File: src/rtl/sli_pkg.sv
// Shared constants and codes for the sorted list insert/delete block.
package sli_pkg;

	localparam int DEPTH_DEF  = 16;
	localparam int VALUE_W    = 32;
	localparam int INDEX_W    = 4;
	localparam int STATUS_W   = 2;
	localparam int IN_DATA_W  = 40;
	localparam int OUT_DATA_W = 32;

	localparam logic KIND_INSERT = 1'b0;
	localparam logic KIND_DELETE = 1'b1;

	localparam logic [STATUS_W-1:0] STATUS_OK   = 2'd0;
	localparam logic [STATUS_W-1:0] STATUS_FULL = 2'd1;
	localparam logic [STATUS_W-1:0] STATUS_BAD  = 2'd2;

endpackage

File: src/rtl/sli_ram.sv
// Generic simple dual-port RAM with registered read.
module sli_ram #(
	parameter int WIDTH = 32,
	parameter int DEPTH = 16
) (
	input  logic                     clk,
	input  logic                     we,
	input  logic [$clog2(DEPTH)-1:0] waddr,
	input  logic [WIDTH-1:0]         wdata,
	input  logic                     re,
	input  logic [$clog2(DEPTH)-1:0] raddr,
	output logic [WIDTH-1:0]         rdata
);

	logic [WIDTH-1:0] mem [DEPTH];

	always_ff @(posedge clk) begin
		if (we) begin
			mem[waddr] <= wdata;
		end
		if (re) begin
			rdata <= mem[raddr];
		end
	end

endmodule

File: src/rtl/sorted_list_insert_delete_top.sv
// Sorted list: ascending signed values kept in one RAM, insert by value, delete by position.
// Each input item gives exactly one result item. An insert walks down from the top entry,
// moving every held value that is not smaller up by one, one entry a cycle; a delete
// moves the entries above the position down by one. Full-store inserts and bad
// positions go straight to the result. The single RAM read and write port pair moves
// one entry per cycle. A result waiting in the output register does not stop the next
// item being accepted.
module sorted_list_insert_delete_top #(
	parameter int DEPTH = sli_pkg::DEPTH_DEF
) (
	input  logic                           clk,
	input  logic                           arst_n,
	input  logic                           s_tvalid,
	output logic                           s_tready,
	input  logic [sli_pkg::IN_DATA_W-1:0]  s_tdata,  // [31:0] value, [35:32] index, [39:36] zero
	input  logic                           s_tuser,  // [0] kind
	output logic                           m_tvalid,
	input  logic                           m_tready,
	output logic [sli_pkg::OUT_DATA_W-1:0] m_tdata,  // [31:0] out_value
	output logic [sli_pkg::STATUS_W-1:0]   m_tuser   // [1:0] status
);

	import sli_pkg::*;

	localparam int CW = $clog2(DEPTH + 1);
	localparam int AW = $clog2(DEPTH);
	localparam int XW = ((CW > INDEX_W) ? CW : INDEX_W) + 2;

	localparam logic [2:0] ST_IDLE = 3'd0;
	localparam logic [2:0] ST_INS  = 3'd1;
	localparam logic [2:0] ST_DEL0 = 3'd2;
	localparam logic [2:0] ST_DEL  = 3'd3;
	localparam logic [2:0] ST_DONE = 3'd4;

	logic [2:0]                state_q;
	logic [CW-1:0]             count_q;
	logic [CW-1:0]             k_q;
	logic signed [VALUE_W-1:0] val_q;
	logic [VALUE_W-1:0]        res_q;
	logic [STATUS_W-1:0]       stat_q;

	logic                      acc;
	logic                      in_kind;
	logic signed [VALUE_W-1:0] in_value;
	logic [INDEX_W-1:0]        in_index;
	logic [XW-1:0]             idx_x;
	logic [XW-1:0]             cnt_x;
	logic [XW-1:0]             k_x;
	logic                      ins_fin;
	logic                      del_fin;

	logic                      we;
	logic [AW-1:0]             waddr;
	logic [VALUE_W-1:0]        wdata;
	logic                      re;
	logic [AW-1:0]             raddr;
	logic signed [VALUE_W-1:0] rdata;
	logic [XW-1:0]             raddr_x;

	assign in_kind  = s_tuser;
	assign in_value = s_tdata[VALUE_W-1:0];
	assign in_index = s_tdata[VALUE_W +: INDEX_W];
	assign idx_x    = XW'(in_index);
	assign cnt_x    = XW'(count_q);
	assign k_x      = XW'(k_q);

	assign s_tready = (state_q == ST_IDLE);
	assign acc      = s_tvalid && s_tready;

	assign ins_fin  = (k_q == '0) || (rdata < val_q);
	assign del_fin  = (k_x + XW'(2)) >= cnt_x;

	always_comb begin
		we      = 1'b0;
		waddr   = k_x[AW-1:0];
		wdata   = rdata;
		re      = 1'b0;
		raddr_x = cnt_x - XW'(1);
		unique case (state_q)
			ST_IDLE: begin
				re      = acc;
				raddr_x = (in_kind == KIND_DELETE) ? idx_x : (cnt_x - XW'(1));
			end
			ST_INS: begin
				we      = 1'b1;
				wdata   = ins_fin ? val_q : rdata;
				re      = !ins_fin && (k_x >= XW'(2));
				raddr_x = k_x - XW'(2);
			end
			ST_DEL0: begin
				re      = (k_x + XW'(1)) < cnt_x;
				raddr_x = k_x + XW'(1);
			end
			ST_DEL: begin
				we      = 1'b1;
				re      = !del_fin;
				raddr_x = k_x + XW'(2);
			end
			ST_DONE: begin
				re = 1'b0;
			end
			default: begin
				re = 1'b0;
			end
		endcase
		raddr = raddr_x[AW-1:0];
	end

	sli_ram #(
		.WIDTH(VALUE_W),
		.DEPTH(DEPTH)
	) u_ram (
		.clk  (clk),
		.we   (we),
		.waddr(waddr),
		.wdata(wdata),
		.re   (re),
		.raddr(raddr),
		.rdata(rdata)
	);

	always_ff @(posedge clk) begin
		if (acc) begin
			val_q <= in_value;
		end
		if (state_q == ST_DEL0) begin
			res_q <= rdata;
		end else if (acc) begin
			res_q <= '0;
		end
		if (state_q == ST_DONE && (!m_tvalid || m_tready)) begin
			m_tdata <= res_q;
			m_tuser <= stat_q;
		end
	end

	always_ff @(posedge clk or negedge arst_n) begin
		if (!arst_n) begin
			state_q  <= ST_IDLE;
			count_q  <= '0;
			k_q      <= '0;
			stat_q   <= STATUS_OK;
			m_tvalid <= 1'b0;
		end else begin
			if (state_q == ST_DONE && (!m_tvalid || m_tready)) begin
				m_tvalid <= 1'b1;
			end else if (m_tready) begin
				m_tvalid <= 1'b0;
			end
			unique case (state_q)
				ST_IDLE: begin
					if (acc) begin
						if (in_kind == KIND_INSERT) begin
							k_q <= count_q;
							if (cnt_x == XW'(DEPTH)) begin
								stat_q  <= STATUS_FULL;
								state_q <= ST_DONE;
							end else begin
								stat_q  <= STATUS_OK;
								state_q <= ST_INS;
							end
						end else begin
							k_q <= idx_x[CW-1:0];
							if (idx_x >= cnt_x) begin
								stat_q  <= STATUS_BAD;
								state_q <= ST_DONE;
							end else begin
								stat_q  <= STATUS_OK;
								state_q <= ST_DEL0;
							end
						end
					end
				end
				ST_INS: begin
					if (ins_fin) begin
						count_q <= count_q + CW'(1);
						state_q <= ST_DONE;
					end else begin
						k_q <= k_q - CW'(1);
					end
				end
				ST_DEL0: begin
					if ((k_x + XW'(1)) < cnt_x) begin
						state_q <= ST_DEL;
					end else begin
						count_q <= count_q - CW'(1);
						state_q <= ST_DONE;
					end
				end
				ST_DEL: begin
					k_q <= k_q + CW'(1);
					if (del_fin) begin
						count_q <= count_q - CW'(1);
						state_q <= ST_DONE;
					end
				end
				ST_DONE: begin
					if (!m_tvalid || m_tready) begin
						state_q <= ST_IDLE;
					end
				end
				default: begin
					state_q <= ST_IDLE;
				end
			endcase
		end
	end

`ifndef NO_ASSERTIONS
	a_count_range: assert property (@(posedge clk) disable iff (!arst_n)
		cnt_x <= XW'(DEPTH))
		else $error("entry count beyond depth");

	a_no_rw_clash: assert property (@(posedge clk) disable iff (!arst_n)
		(we && re) |-> (waddr != raddr))
		else $error("read and write of the same entry in one cycle");

	a_ins_in_range: assert property (@(posedge clk) disable iff (!arst_n)
		(state_q == ST_INS) |-> (k_q <= count_q && cnt_x < XW'(DEPTH)))
		else $error("insert walk outside held entries");

	a_reject_zero: assert property (@(posedge clk) disable iff (!arst_n)
		(m_tvalid && m_tuser != STATUS_OK) |-> (m_tdata == '0))
		else $error("rejected item returned a value");

	a_count_step: assert property (@(posedge clk) disable iff (!arst_n)
		(state_q == ST_IDLE || state_q == ST_DONE) |=> $stable(count_q))
		else $error("entry count changed outside an item");
`endif

endmodule
File: config.mk
export PLATFORM = sky130hd
export DESIGN_NAME = sorted_list_insert_delete_top
export DESIGN_NICKNAME = d
export VERILOG_FILES = /design/src/rtl/sli_pkg.sv /design/src/rtl/sli_ram.sv /design/src/rtl/sorted_list_insert_delete_top.sv
export SDC_FILE = /design/constraint.sdc
export NUM_CORES = 1
export LEC_CHECK = 0
export BUFFER_PORTS_ARGS = -buffer_cell sky130_fd_sc_hd__buf_2
export CAP_MARGIN = 20
export CORE_MARGIN = 5
export CORE_UTILIZATION = 50
export CTS_CLUSTER_SIZE = 30
export DETAILED_ROUTE_END_ITERATION = 6
export GPL_TIMING_DRIVEN = 0
export MAX_ROUTING_LAYER = met4
export PLACE_DENSITY = 0.72
export SETUP_SLACK_MARGIN = 0.15
export SYNTH_ARGS = -nofsm -noshare
export SYNTH_HDL_FRONTEND = slang
export SYNTH_SLANG_ARGS = --single-unit
File: constraint.sdc
create_clock -name clk -period 4.67 [get_ports clk]
set_input_delay 0.7005 -clock clk [delete_from_list [all_inputs] [get_ports clk]]
set_output_delay 0.7005 -clock clk [all_outputs]
set_load 0.01 [all_outputs]
### After elaboration in Yosys (flattened, before gate mapping)

Memory sizes are Yosys's and may differ from the RTL's. A register that Yosys moved wholly into a read port is not among the register bits.
Cells that the tools add are included.
Widths: inputs -> output; s select.

* flip-flop bits (word level): 114
* memory bits (writable): 512
* input port bits: 45
* output and inout bits: 36
* word-level logic and storage cells: 85
* memories: 1

Memories
* u_ram.mem: depth 16, width 32, rd ports 1, clocked after Yosys merged registers in 1, wr ports 1, line sli_ram.sv:15 `logic [WIDTH-1:0] mem [DEPTH];`

* add/sub/neg operators: 8
* magnitude comparators: 5
* equality and inequality tests: 11
* muxes and demuxes: 32
* reduce and logical (&&, ||, !) cells: 19

Operators by type and width (count)
* $mux 32: 4
* $lt 32x32->1: 1
* $mux 5: 6
* $pmux 5 s3: 2
* $mux 3: 8
* $pmux 4 s4: 1
* $pmux 3 s5: 1
* $add 5x1->5 const B: 2
* $sub 5x1->5 const B: 2
* $ne 2x2->1 const B: 4
* $reduce_and 4->1: 2
* $add 5x1->6 const B: 1
* $add 5x2->6 const B: 1
* $eq 3x2->1 const B: 2
* $ge 6x5->1: 1
* $lt 6x5->1: 1
* $mux 1: 6
* $reduce_bool 3->1: 2
* $eq 5x5->1 const B: 1
* $ge 4x5->1: 1
* $ge 5x2->1 const B: 1
* $logic_not 5->1: 1
* $mux 2: 2
* $mux 4: 1
* 14 further kinds: 21

### Depth between registers and ports, before layout

Gate-level depths: netlist of the first run.

* word-level depth: 5
* gate-level depth with buffers: 14

### Hierarchy

From an unflattened synthesis of the first run, not the netlist that was laid out.

* cell total of the unflattened synthesis: 1337
* area total of the unflattened synthesis: 26320.2 um2

Modules (own cells, without submodules)
* sli_ram: times used 1, cells an instance 838, area an instance 20155.6 um2
* sorted_list_insert_delete_top: times used 1, cells an instance 499, area an instance 6164.7 um2

### Least setup slack after synthesis of the first run

OpenSTA, ideal clock, no wires.

* kind: reg2reg
* start point: reg u_ram.rdata[15] (read register of u_ram.mem)
* end point: reg u_ram.rdata[0] (read register of u_ram.mem) (enable)
* library setup time: 0.466 ns
* arrival time: 3.948 ns
* setup slack: 0.257 ns
* stages on the path, launching flop included: 9
* path buffers: 0
* clock period less this slack: 4.413 ns
* path through: edfxtp_1 > ha_1 > nand2_1 > nor4_1 > a32o_1 > o2111a_1 > nor2_1 > xnor2_1 > o21ai_0

* cells in the longest elaborated chain, start to end: 5

Ends and longest elaborated chain
* start, declared: line sli_ram.sv:12 `output logic [WIDTH-1:0] rdata`
* $lt 32x32->1: line sorted_list_insert_delete_top.sv:70 `assign ins_fin = (k_q == '0) || (rdata < val_q);`
* $logic_or 1x1->1: line sorted_list_insert_delete_top.sv:70
* $logic_not 1->1: line sorted_list_insert_delete_top.sv:87 `re = !ins_fin && (k_x >= XW'(2));`
* $logic_and 1x1->1: line sorted_list_insert_delete_top.sv:87
* $pmux 1 s4: line sorted_list_insert_delete_top.sv:79 `unique case (state_q)`
* net re: line sorted_list_insert_delete_top.sv:55 `logic re;`

The timed path passes the listed nets, and every way through them passes these cells.
A chain may end at the register's enable or synchronous reset.

### Final worst setup path of the first run

* start point: reg val_q[31]
* end point: mem u_ram.mem[2][12] (data pin)

* cells in the longest elaborated chain, start to end: 4

Ends and longest elaborated chain
* start, declared: line sorted_list_insert_delete_top.sv:38 `logic signed [VALUE_W-1:0] val_q;`
* start signal, assigned: line sorted_list_insert_delete_top.sv:124 `val_q <= in_value;`
* $lt 32x32->1: line sorted_list_insert_delete_top.sv:70
* $logic_or 1x1->1: line sorted_list_insert_delete_top.sv:70
* $mux 32: line sorted_list_insert_delete_top.sv:86 `wdata = ins_fin ? val_q : rdata;`
* $mux 32: line sorted_list_insert_delete_top.sv:79
* net u_ram.wdata[12]: line sli_ram.sv:9 `input logic [WIDTH-1:0] wdata,`
* end, declared: line sli_ram.sv:15

The timed path passes the listed nets, and every way through them passes these cells.

==> out/metrics.yaml, run 1 <==
tightestPinTransition_ps: 1040
ratio_of_cells_with_drive_above_1_in_the_final_layout_pct: 28.1
tritoncts_clock_tree: "done"
place.detailed.instances: 2120
post-synth-top-count-cell: "edfxtp_1"
final.setup_skew_ps: 19.8
via_per_inst: 5.85
final_nets: 1610
grt_pass1_wl_um: 85500
synthFlopType: "edfxtp_1"
clk_root_buffer_cell: "clkbuf_16"
power.share.combinational_pct: 39.5
cts-root-to-sink-buffers: 3
cpPeakStageDelay_ps: 520
post_cts_resized: 0
postSynthCellCount: 1329
initial_standard_cell_utilization_of_the_core_pct: 50.7
startpoint_type: "flop"
syn_area_per_cell_sq_um: 20.2
setup.worst_path.end_class: "flop"
portion_of_total_power_attributed_to_the_clock_network_pct: 23.2
layout.core_utilization_pct: 58.3
power_density_nw_per_um2: 768
p_leak_nw: 10.7
vdd_drop_max_mv: 0.366
netlist_top_cells_count: "642 x edfxtp_1, 128 x mux4_2, 101 x mux2i_1"
synth_top_area_cell: "edfxtp_1"
kind_of_cell_adding_the_most_delay_to_the_critical_path: "simple AND/OR/NAND/NOR gates"
critical_path_peak_fanout: 16
cts_made_buffers: 69
grt_overflow: 0
reg_power_share_pct: 37.3
post-cts-setup-buffers: 0
timing.critical_path.cells: "inv_1, ha_1, buf_6, nand4_2, nor3_2, nand3_1, o211ai_2, or3b_1, and3_4, buf_2, mux2_2"
clock_sinks: 658
area_growth_synth_to_finish_pct: 15.1
dr.pass1.iters: 7
holdBufCountCts: 0
p_int_w: 0.0158
rsz0062_at_grt: "no"
route.detailed.drc: 0
globalplace.congestion: 0.855
total_switching_power_w: 0.00790
antenna_left: 0
drt-wirelength-per-cell_um: 25.3
largest_net_degree_at_the_start_of_global_routing: 33
clock_latency_ps: 590
design_area_sq_um: 30800
finalWirelength_um: 56800
crit_path_top_delay_cell: "mux2_2"
ios: 81
final_min_period_over_clock_period_pct: 78.9
critPathRequiredTime_ps: 4950
post-synth-top-area-fraction_pct: 72.0
h-tree-depth: 3
critPathArrivalTime_ps: 3960
achievable-frequency_mhz: 271
synth_enable_flop_cells: 642
ys_seq_elements: 658
dieHeight_um: 241
netlist-cell-type-count: 59
post_synthesis_sequential_area_ratio_pct: 73.5
antenna_found_initial: 0
vias: 13100
number_of_core_rows: 84
hpwl_um: 37500
floorplan.die_area_sq_um: 58300
path_class: "reg2reg"
core_area_sq_um: 52900
totalNegativeSetupSlack_ps: 0
run_status: "finished, final reports clean"
fillerInstances: 3814
min_path_type: "in2async"
max_cap_viol_count: 0
synthArstFlopShare_pct: 2.43
ys_top_cells_by_area: "edfxtp_1 72%, mux4_2 11%, mux2i_1 3.8%"
post_synth_instance_area_sq_um: 26800
timing_hold_violations_final: 0
power.share.switching_pct: 33.4
synthesis.yosys.warnings: 0
max_slew_vio_count: 0
setup_viol_count_final: 0
finalCriticalPeriod_ps: 3680
clock_transition_time_at_the_flip_flop_clock_pins_of_the_worst_setup_and_hold_paths_ps: 60
place_area_sq_um: 28600
cp.buffers_inverters: 3
multi_input_gate_area_in_the_final_layout_sq_um: 6690
relSlewSlack_pct: 30.1
io_buffers: 76
groute.usage.overall_pct: 20.4
area.sequential_sq_um: 19700
die_w_um: 241
post_layout_nonfiller_instances: 2241
synthesis.nets: 1436
first_global_vias: 13500
initialDrtViolationCount: 1332
## stage by stage
stage	worst slack (ps)	hold slack, ps	power [W]
6_report	986	29.5	0.0237
5_1_grt	858	43.0	0.0249
4_1_cts	958	22.2	0.0239
3_5_place_dp	976	405	0.0184
3_3_place_gp	-2880	401	0.0180
2_1_floorplan	257	400	0.0155
## metal layers
layer | vias up | track usage, % | wire, um
li1 | 5717 | - | -
met1 | 6788 | 28.4 | 23700
met2 | 512 | 31.6 | 27400
met3 | 94 | 3.83 | 4350
met4 | 0 | 5.68 | 1250
met5 | - | - | 0
## area by class of cell
cell class | instances | share of cell area [%]
Clock buffer | 84 | 5.92
Timing Repair Buffer | 103 | 2.74
Clock inverter | 36 | 1.38
Inverter | 44 | 0.536
Antenna cell | 1 | 0.00812
Tap cell | 688 | 2.79
Buffer | 57 | 1.09
Sequential cell | 658 | 63.8
Multi-Input combinational cell | 570 | 21.7
## cells by family (layout without fill, tap and decap cells)
family	after synthesis	count (layout)	share of synthesized area, %
flip-flops	658	658	73.5
buffers and inverters	101	324	1.87
multiplexers	263	263	16.2
other	0	1	0
AND/OR/NAND/NOR	144	144	2.86
AO/OA/AOI/OAI	84	84	2.11
XOR/XNOR	17	17	0.556
adder cells (fa/ha/maj)	62	62	2.95
## power by group through the flow
stage	Combinational [W]	Clock, W	Sequential [W]
final	0.00935	0.00549	0.00883
after global routing	0.0101	0.00585	0.00890
after CTS	0.00945	0.00558	0.00883
after detailed placement	0.00941	0	0.00895
after global placement	0.00899	0	0.00899
after floorplan	0.00662	0	0.00887
## worst reg2reg max path, delay by kind of cell, from the launching register on
| kind | cells | cell delay [ps] |
|---|---|---|
| flip-flops | 1 | 410 |
| buffers and inverters | 3 | 570 |
| adder cells (fa/ha/maj) | 1 | 290 |
| AND/OR/NAND/NOR | 5 | 1370 |
| multiplexers | 1 | 530 |
| AO/OA/AOI/OAI | 1 | 220 |
## sequential cells by signal, indices dropped and copies added (netlist names)
signal	cells
u_ram.mem	512
m_tdata	32
res_q	32
u_ram.rdata	32
val_q	32
count_q	5
k_q	5
state_q	3
m_tuser	2
stat_q	2
m_tvalid	1
## layout by cell type (no fill, tap or decap), drive strengths merged, types with 9 or more instances in the layout
cell type and instances:
buf 147, mux4 128, dfrtp 16, inv 45, nand3 11, xnor2 11
nand2 37, ha 60, mux2i 101, a21oi 27, o21ai 18, clkbuf 97
mux2 34, and3 12, and2 33, nor2 20, a21o 9, nor3 12
bufinv 10, clkinv 23, edfxtp 642
## final timing paths
kind / endpoint / slack [ps] / depth (start not counted) / start
worst min register to register: m_tdata[15] / 410 / 0 / res_q[15]
min in group clk: val_q[25] / 290 / 1 / s_tdata[25]
worst min-delay path: k_q[1] / 30 / 1 / arst_n
max in group asynchronous: state_q[0] / 4350 / 1 / arst_n
worst max register to register: u_ram.mem[2][12] / 990 / 11 / val_q[31]
worst max-delay path: u_ram.mem[2][12] / 990 / 11 / val_q[31]
No activity file was read; power rests on OpenSTA's default activity.
==> inputs of run 2 (changes only) <==
- PLACE_DENSITY: 0.72 -> 0.69
- clock period: 4.67 -> 3.8 ns (I/O delays scaled with it)
==> out/metrics.yaml, run 2 (synthesis gave the netlist of run 1 again) <==
vdd_drop_max_mv: 0.683  # +86%
largest_net_degree_at_the_start_of_global_routing: 33  # unchanged
p_leak_nw: 10.7  # +0.24%
ios: 81  # unchanged
timing.critical_path.mode_cell: "buf_6"
initialDrtViolationCount: 1393  # +4.6%
finalCriticalPeriod_ps: 3560  # -120 ps
dr.pass1.iters: 6  # -1
critical_path_peak_fanout: 16  # unchanged
worst-r2r-setup-slack_ps: 240  # -750 ps
clock_sinks: 658  # unchanged
via_per_inst: 5.87  # +0.25%
ratio_of_cells_with_drive_above_1_in_the_final_layout_pct: 28.3  # +0.18 points
tightestPinTransition_ps: 1030  # -16.0 ps
number_of_core_rows: 84  # unchanged
relSlewSlack_pct: 31.2  # +1.1 points
critPathArrivalTime_ps: 3870  # -90 ps
cp.buffers_inverters: 4  # +1
initial_standard_cell_utilization_of_the_core_pct: 50.7  # unchanged
groute.usage.overall_pct: 21.0  # +0.60 points
grt_overflow: 0  # unchanged
diodes: 0  # -1
first_global_vias: 13700  # +1.2%
timing.critical_path.cells: "inv_1, ha_1, buf_6, nand4_2, nor3_4, nand3_1, o211ai_2, or3b_1, and3_4, buf_6, buf_6, mux2_4"
clk_root_buffer_cell: "clkbuf_16"
design_area_sq_um: 30900  # +0.15%
path_class: "reg2reg"
startpoint_type: "flop"
vias: 13200  # +0.39%
kind_of_cell_adding_the_most_delay_to_the_critical_path: "simple AND/OR/NAND/NOR gates"
cts_made_buffers: 68  # -1.4%
totalNegativeSetupSlack_ps: 0  # unchanged
antenna_left: 0  # unchanged
most-common-layout-cells: "642 x edfxtp_1, 128 x mux4_2, 101 x mux2i_1"
io_buffers: 76  # unchanged
finalWirelength_um: 58300  # +2.7%
final.hold.worst_slack_ps: 142  # +113 ps
grt_pass1_wl_um: 86700  # +1.4%
largest_reg_flops: 512  # unchanged
final_nets: 1611  # +0.062%
place_area_sq_um: 28600  # about the same
final.setup_skew_ps: 25.9  # +6.07 ps
core_area_sq_um: 52900  # unchanged
floorplan.die_area_sq_um: 58300  # unchanged
dieHeight_um: 241  # unchanged
final_min_period_over_clock_period_pct: 93.8  # +15 points
die_w_um: 241  # unchanged
achievable-frequency_mhz: 281  # +3.4%
hpwl_um: 38100  # +1.6%
antenna_found_initial: 0  # unchanged
crit_path_top_delay_cell: "edfxtp_1"
h-tree-depth: 3  # unchanged
setup_viol_count_final: 0  # unchanged
area_growth_synth_to_finish_pct: 15.3
critPathRequiredTime_ps: 4100  # -850 ps
layout.core_utilization_pct: 58.4  # +0.088 points
setup.worst_path.end_class: "flop"
max_slew_vio_count: 0  # unchanged
power_density_nw_per_um2: 949  # +24%
timing_hold_violations_final: 0  # unchanged
clock_latency_ps: 600  # about the same
run_status: "finished, final reports clean"
tritoncts_clock_tree: "done"
drt-wirelength-per-cell_um: 26.0  # +2.6%
cpPeakStageDelay_ps: 420  # -100 ps
cts-root-to-sink-buffers: 3  # unchanged
clock_transition_time_at_the_flip_flop_clock_pins_of_the_worst_setup_and_hold_paths_ps: 60  # about the same
max_cap_viol_count: 0  # unchanged
mostFrequentLayoutCell: "edfxtp_1"
min_path_type: "in2reg"
globalplace.congestion: 0.855  # about the same
regMostFlops: "u_ram.mem"
route.detailed.drc: 0  # unchanged
rsz0062_at_grt: "no"
[run 2: cell types whose count changed in the layout (fill, tap and decap cells not counted), sizes merged]
cell	before	now
clkinv	23	21
dlygate4sd3	0	1
buf	147	143
clkbuf	97	103
inv	45	50
diode	1	0
clkinvlp	2	0
[run 2: layout make-up]
type | instances | area, sq um
fillers | 3783 | 22000
flip-flops and latches | 658 | 19700
multi-input cells | 570 | 6700
clock buffers | 85 | 1810
well taps | 688 | 861
repair buffers | 105 | 857
clock inverters | 37 | 454
plain buffers | 57 | 348
inverters | 44 | 165
[run 2: stage by stage]
step           setup WS, ps  power [W]  cells
2_1_floorplan           161     0.0190   1329
3_3_place_gp          -2440     0.0222   2093
3_5_place_dp           66.9     0.0227   2120
4_1_cts                 175     0.0295   2244
5_1_grt                 153     0.0308   2244
6_report                236     0.0293   2244
[run 2: power by group]
group / internal (W) / switching, W / total, W
clock: 0.00407 / 0.00271 / 0.00678
combinational: 0.00495 / 0.00670 / 0.0117
sequential: 0.0104 / 0.000464 / 0.0109
[run 2: what timing repair did]
action,4_1_cts,5_1_grt
resized for setup,1,7
endpoints found under the setup margin,427,152
hold buffers,1,0
hold endpoints to repair,16,0
pin swaps,1,0
buffers inserted,1,0
[run 2: final timing paths]
path                                      to   startpoint  cells past startpoint
max in group asynchronous           m_tvalid       arst_n                      2
min reg2reg                      m_tdata[15]    res_q[15]                      0
max reg2reg                u_ram.mem[13][16]    val_q[31]                     12
max                        u_ram.mem[13][16]    val_q[31]                     12
min in group asynchronous             k_q[0]       arst_n                      2
min                                val_q[10]  s_tdata[10]                      1
[run 2: routing by layer]
metal  wire length (um)  global-route usage, %
met3               3890                   3.70
met1              24700                   28.8
met2              28200                   32.6
met5                  0                      -
met4               1540                   6.96
==> inputs of run 3 (changes only) <==
- BUFFER_PORTS_ARGS: -buffer_cell sky130_fd_sc_hd__buf_2 -> unset
- CTS_CLUSTER_DIAMETER: unset -> 100
- DONT_BUFFER_PORTS: unset -> 1
- PLACE_DENSITY: 0.69 -> 0.68
- RECOVER_POWER: unset -> 25
==> out/metrics.yaml, run 3 (synthesis gave the netlist of run 1 again) <==
vdd_drop_max_mv: 0.453  # -34%
first_global_vias: 12800  # -6.0%
relSlewSlack_pct: 4.69  # -26 points
crit_path_start: "state_q[0]"
area_growth_synth_to_finish_pct: 8.07
power.share.switching_pct: 35.6  # +1.9 points
antenna_found_initial: 0  # unchanged
ios: 81  # unchanged
most-common-layout-cells: "642 x edfxtp_1, 128 x mux4_2, 101 x mux2i_1"
clk_root_buffer_cell: "clkbuf_16"
power_density_nw_per_um2: 894  # -5.8%
floorplan.die_area_sq_um: 58300  # unchanged
critical_path_peak_fanout: 10  # -6
final.setup_skew_ps: 17.5  # -8.40 ps
via_per_inst: 6.04  # +3.0%
critPathArrivalTime_ps: 3930  # +60 ps
largest_reg_flops: 512  # unchanged
met2RoutedLength_um: 27500  # -2.4%
worstHoldStart: "s_tdata[23]"
totalNegativeSetupSlack_ps: 0  # unchanged
io_buffers: 0  # -100%
run_status: "finished, final reports clean"
finalWirelength_um: 56900  # -2.3%
max_slew_vio_count: 0  # unchanged
drt-wirelength-per-cell_um: 27.3  # +5.2%
reg_power_share_pct: 42.2  # +5.1 points
initialDrtViolationCount: 1219  # -12%
groute.usage.overall_pct: 20.4  # -0.62 points
cts_made_buffers: 26  # -62%
max_cap_viol_count: 0  # unchanged
critPathRequiredTime_ps: 4130  # +30 ps
tritoncts_clock_tree: "done"
clock_latency_ps: 600  # about the same
wl_met3_um: 3730  # -4.1%
power.share.combinational_pct: 44.6  # +4.8 points
p_leak_nw: 9.70  # -9.7%
h-tree-depth: 1  # -2
achievable-frequency_mhz: 277  # -1.2%
tightestPinTransition_ps: 1420  # +398 ps
initial_standard_cell_utilization_of_the_core_pct: 50.7  # unchanged
number_of_core_rows: 84  # unchanged
finalCriticalPeriod_ps: 3610  # +42.6 ps
path_class: "reg2reg"
p_int_w: 0.0167  # -14%
clock_sinks: 658  # unchanged
total_switching_power_w: 0.00922  # -6.7%
portion_of_total_power_attributed_to_the_clock_network_pct: 13.2  # -9.9 points
antenna_left: 0  # unchanged
final_nets: 1499  # -7.0%
diodes: 0  # unchanged
final.hold.worst_slack_ps: 61.2  # -81.3 ps
timing_hold_violations_final: 0  # unchanged
largest_net_degree_at_the_start_of_global_routing: 33  # unchanged
core_area_sq_um: 52900  # unchanged
route.detailed.drc: 0  # unchanged
vias: 12600  # -4.3%
dr.pass1.iters: 5  # -1
die_w_um: 241  # unchanged
mostFrequentLayoutCell: "edfxtp_1"
clock_transition_time_at_the_flip_flop_clock_pins_of_the_worst_setup_and_hold_paths_ps: 110  # +50 ps
rsz0062_at_grt: "yes"
cts-root-to-sink-buffers: 3  # unchanged
setup_viol_count_final: 0  # unchanged
highest-signal-layer: "met4"
final_min_period_over_clock_period_pct: 94.9  # +1.1 points
dieHeight_um: 241  # unchanged
min_path_type: "in2reg"
fillerInstances: 3928  # +3.8%
ratio_of_cells_with_drive_above_1_in_the_final_layout_pct: 20.4  # -7.8 points
met1Wirelength_um: 25000  # +1.4%
regMostFlops: "u_ram.mem"
startpoint_type: "flop"
hpwl_um: 37500  # -1.4%
grt_pass1_wl_um: 85400  # -1.6%
worstReg2RegStart: "state_q[0]"
globalplace.congestion: 0.878  # +2.6%
grt_overflow: 0  # unchanged
setup.worst_path.end_class: "flop"
[run 3: through the flow]
| stage | setup slack [ps] | total power [W] | instance area [sq um] | cells | util (%) |
|---|---|---|---|---|---|
| final | 193 | 0.0259 | 28900 | 2083 | 54.8 |
| after global routing | 82.4 | 0.0273 | 28900 | 2083 | 54.8 |
| after CTS | 163 | 0.0261 | 29000 | 2083 | 54.9 |
| after detailed placement | -120 | 0.0226 | 28200 | 2048 | 53.4 |
| after global placement | -2590 | 0.0222 | 27600 | 2017 | 52.3 |
| after floorplan | 161 | 0.0190 | 26800 | 1329 | - |
[run 3: final cells by class]
cell class,instances,area (sq um),share of cell area (%)
Sequential cell,658,19700,68.0
Multi-Input combinational cell,570,6640,22.9
Tap cell,688,861,2.97
Clock buffer,27,676,2.33
Timing Repair Buffer,35,512,1.77
Buffer,57,352,1.21
Inverter,44,165,0.571
Clock inverter,4,63.8,0.220
[run 3: worst max-delay path: stages, from the launching register on]
cell,delay (ps)
dfrtp_1,430
clkbuf_1,430
nand2_2,260
inv_1,110
ha_1,150
a31oi_1,60
o21ai_0,100
a21oi_1,70
o22ai_2,290
buf_4,310
buf_2,410
mux4_2,360
mux2i_1,230
mux2i_1,110
[run 3: repair_timing]
item,in CTS,in global routing
pin swaps,1,0
resized for setup,3,10
setup endpoints to repair,480,41
hold buffers,1,0
hold endpoints to repair,16,0
setup buffers,3,0
[run 3: power groups by stage]
stage,clock network (W),registers [W],logic [W]
finish,0.00342,0.0109,0.0116
global placement,0,0.0111,0.0110
CTS,0.00351,0.0109,0.0117
detailed placement,0,0.0111,0.0115
floorplan,0,0.0109,0.00814
global route,0.00379,0.0110,0.0125
[run 3: final timing paths]
check / to / slack (ps) / cells past startpoint
max: u_ram.rdata[6] / 190 / 13
min: val_q[23] / 60 / 0
max reg2reg: u_ram.rdata[6] / 190 / 13
min reg2reg: m_tdata[15] / 430 / 0
max in group asynchronous: k_q[2] / 2700 / 1
min in group asynchronous: count_q[2] / 540 / 1
[run 3: routing by layer]
layer  vias to the layer above  GRT usage, %
met3                        40          1.94
met4                         0          3.06
met5                         -             -
li1                       5440             -
met1                      6670          30.2
met2                       440          32.3
